--- src/design/rau_mul.sv ---
`timescale 1ns / 1ps
`default_nettype none
module rau_mul (
  input  wire logic [31:0] a_i,
  input  wire logic [31:0] b_i,
  output logic      [63:0] p_o
);
  assign p_o = a_i * b_i;
endmodule
`default_nettype wire

--- config.mk ---
export PLATFORM = sky130hd
export DESIGN_NAME = rau_mul
export DESIGN_NICKNAME = d
export VERILOG_FILES = /design/src/design/rau_mul.sv
export SDC_FILE = /design/constraint.sdc
export NUM_CORES = 2
export LEC_CHECK = 0
export BUFFER_PORTS_ARGS = -buffer_cell sky130_fd_sc_hd__buf_2
export CAP_MARGIN = 0
export CORE_MARGIN = 3
export CORE_UTILIZATION = 65
export DETAILED_ROUTE_END_ITERATION = 16
export GPL_ROUTABILITY_DRIVEN = 0
export PLACE_DENSITY = 0.85
export SETUP_SLACK_MARGIN = 0.4
export SYNTH_ARGS = -nofsm -noshare
export SYNTH_HDL_FRONTEND = slang
export SYNTH_SLANG_ARGS = --single-unit
--- constraint.sdc ---
create_clock -name vclk -period 25.2
set_clock_uncertainty 0.2 [all_clocks]
set_input_delay 3.78 -clock vclk [all_inputs]
set_output_delay 3.78 -clock vclk [all_outputs]
set_load 0.05 [all_outputs]
# Word level (Yosys, flattened, before mapping)
# Index checks and enable logic that the tools add are counted.
[classes]
order_cmp = 0
addsub = 0
eq_ne = 0
div = 0
n_mul = 1
n_shift = 0
reduce_logical = 0
mux = 0
bitwise = 0
[op_table]
columns = ["cell", "count"]
rows = [
  ["32-bit by 32-bit multiplier with 64-bit output", 1],
]
[totals]
mem_bits_ro = 0
wordCells = 1
mem_count = 0
latch_bits = 0
inputBits = 64
ram_bits = 0
reg_bits = 0

# Longest topological paths before layout
[logic_depth]
depth_word = 1
depth_mapped = 28
depth_no_buf = 27

# Worst setup path after synthesis
# OpenSTA, ideal clock, no wires.
[synth_timing]
path_type = "in2out"
from = "in a_i[25]"
to = "out p_o[57]"
t_arrival_ps = 10986
cell_stages = 26
setup_slack_ps = 10234
path_buffers = 2
t_required_ps = 21220
path_cell_list = "clkbuf_1 -> nand2_1 -> fa_1 -> inv_1 -> fa_1 -> inv_1 -> fa_1 -> inv_1 -> fa_1 -> fa_1 -> inv_1 -> fa_1 -> fa_1 -> fa_1 -> inv_1 -> ha_1 -> clkbuf_1 -> a21oi_1 -> o21ai_0 -> a221o_1 -> a21oi_1 -> o22a_1 -> a21oi_1 -> a211oi_1 -> o21ai_0 -> xor2_1"
[synth_via]
elab_chain_cells = 1
[synth_rtl]
columns = ["element", "line_no", "rtl"]
rows = [
  ["start: declaration", "4", "input wire logic [31:0] a_i,"],
  ["32-bit by 32-bit multiplier with 64-bit output", "8", "assign p_o = a_i * b_i;"],
  ["end: declaration", "6", "output logic [63:0] p_o"],
]
# No other way between the ends.

# Worst setup path after layout
[layout_timing]
from = "in a_i[12]"
to = "out p_o[58]"
# The elaborated chain is that of the path after synthesis.

==> out/qor.csv <==
metric,value,unit
status,"finished, violations left",
failing checks,max-slew violations,
hold buffer count at CTS,0,
min Tclk post-route,16.25,ns
f_max,61.6,MHz
"area leader, netlist",fa_1,
Ports,128,
Min-Delay Endpoint,p_o[0],
all-layer global routing usage,33.8,%
CP Class,in -> out,
layout cells sized above 1,4.24,%
"count leader, synth",fa_1,
crit-path max FO,32,
Layout clock buffers,0,
crit path launch type,input port,
largest net degree at the start of global routing,33,
"Buf+Inv Stages, Crit Path",5,
post-CTS sizing,0,
drt drc,0,
post-route setup TNS,0,ns
CP top delay family,adder cells,
worst setup margin,8.95,ns
Core Box Area,50400,sq um
Setup Viol. Count Final,0,
Critical Path Most Common Cell,fa_1,
critical path cell sequence,"buf_2, nand2_1, fa_1, inv_1, fa_1, fa_1, inv_1, fa_1, inv_1, fa_1, fa_1, fa_1, fa_1, ha_1, nand2_1, nor2_1, a21oi_1, o221ai_1, a21oi_1, o41ai_2, a31o_2, a21boi_0, xnor2_1, buf_2",
Post-CTS Setup Inserts,0,
Tightest Pin Transition,1.59,ns
DP HPWL,70.5,mm
total congestion overflow,0,
crit share post-route,64.5,%
CP max stage delay,0.59,ns
register area share after synthesis,0,%
Synth Net Count,4920,
RSZ-0062 raised after global routing,no,
WP data arrival,12.27,ns
Final Instance Area,34000,sq um
Unique masters post-synth,56,
"top cells by count, synth","fa_1, inv_1, and2_1",
Slew HR,-6.09,%
vias in the first global route,27400,
CP max-delay cell,buf_2,
initial antenna violation count,8,
Yosys top cell area share,53.8,%
Vias/cell,5.80,
"Req. time, crit path",21.22,ns
die extent in y,232,microns
Final ANT Viol Nets,0,
top post-synthesis cells by area,"fa_1, and2_1, ha_1",
Syn Inst Count,3697,
yosys warns,0,
area of the multi-input gates,29200,sq um
seq_cells,0,
Mean Syn Cell Area,9.02,sq um
DP Area,34000,sq um
Hold Path Depth,3,
Area Growth Syn to Fin,2.07,%
Place WS,9.28,ns
Worst Hold Class,in -> out,
FP Rows,82,
DRT Pass-1 Iters,6,
die area,54000,sq um
Final Max Slew Viols,3,
I/O Buffers,128,
DRT iter0 DRCs,2087,
Die W,232,microns
routed vias,24800,
first-pass GRT wire length,143,mm
filler cell count,3723,
HP Start,a_i[0],
Crit. End Element,output port,
final hold vios,0,
max-cap viol count,0,
FF+latch area,0,sq um
nets,4834,
WL final,86.2,mm
Mapped Area,33300,sq um
Routed wire per std cell,20.1,microns
initial core utilization,66.2,%
cells in the final DEF, fill, tap and decap left out, types with 4 or more instances in the layout:
cell type	n
nand4_1	24
and2_1	599
nor2_1	31
xor2_1	25
o21ai_0	46
o221ai_1	4
a21o_1	19
nand3_1	7
buf_2	128
o21a_1	4
a31oi_1	5
fa_1	896
a21boi_0	5
ha_1	263
o21bai_1	14
inv_1	869
buf_4	5
and3_1	5
nor2b_1	5
a21oi_1	81
nand2_1	484
xnor2_1	38
nor3_1	5
cell type report:
class	instances	share of cell area, %
Antenna cell	3	0.0221
Inverter	869	9.59
Multi-Input combinational cell	2607	85.9
Tap cell	672	2.47
Timing Repair Buffer	133	1.99
cell families after synthesis:
logic type	Yosys count	share of synthesized area [%]
buffers and inverters	1090	12.3
AO/OA/AOI/OAI	214	4.23
XOR/XNOR	63	1.66
AND/OR/NAND/NOR	1171	18.1
adder cells (fa/ha/maj)	1159	63.7
stage by stage:
stage	hold slack (ns)	instances	util, %
after floorplan	7.66	3697	-
after global placement	8.10	4281	67.5
after detailed placement	8.10	4281	67.5
after CTS	8.11	4281	67.5
after global routing	8.13	4282	67.5
final	8.12	4284	67.5
worst max path at each step:
stage            start  endpoint  cells past startpoint
2_1_floorplan  a_i[25]   p_o[57]                     26
3_3_place_gp   a_i[26]   p_o[57]                     25
3_5_place_dp   a_i[12]   p_o[58]                     25
4_1_cts        a_i[12]   p_o[58]                     25
5_1_grt        a_i[12]   p_o[58]                     25
6_report       a_i[12]   p_o[58]                     24
metal layers:
layer  global-route usage [%]  wire length [microns]  vias to the layer above
li1                         -                      -                    10500
met1                     45.7                  32300                    12500
met2                     52.2                  38500                     1564
met3                     12.5                  12400                      241
met4                     8.53                   2820                       12
met5                     1.93                    200                        -
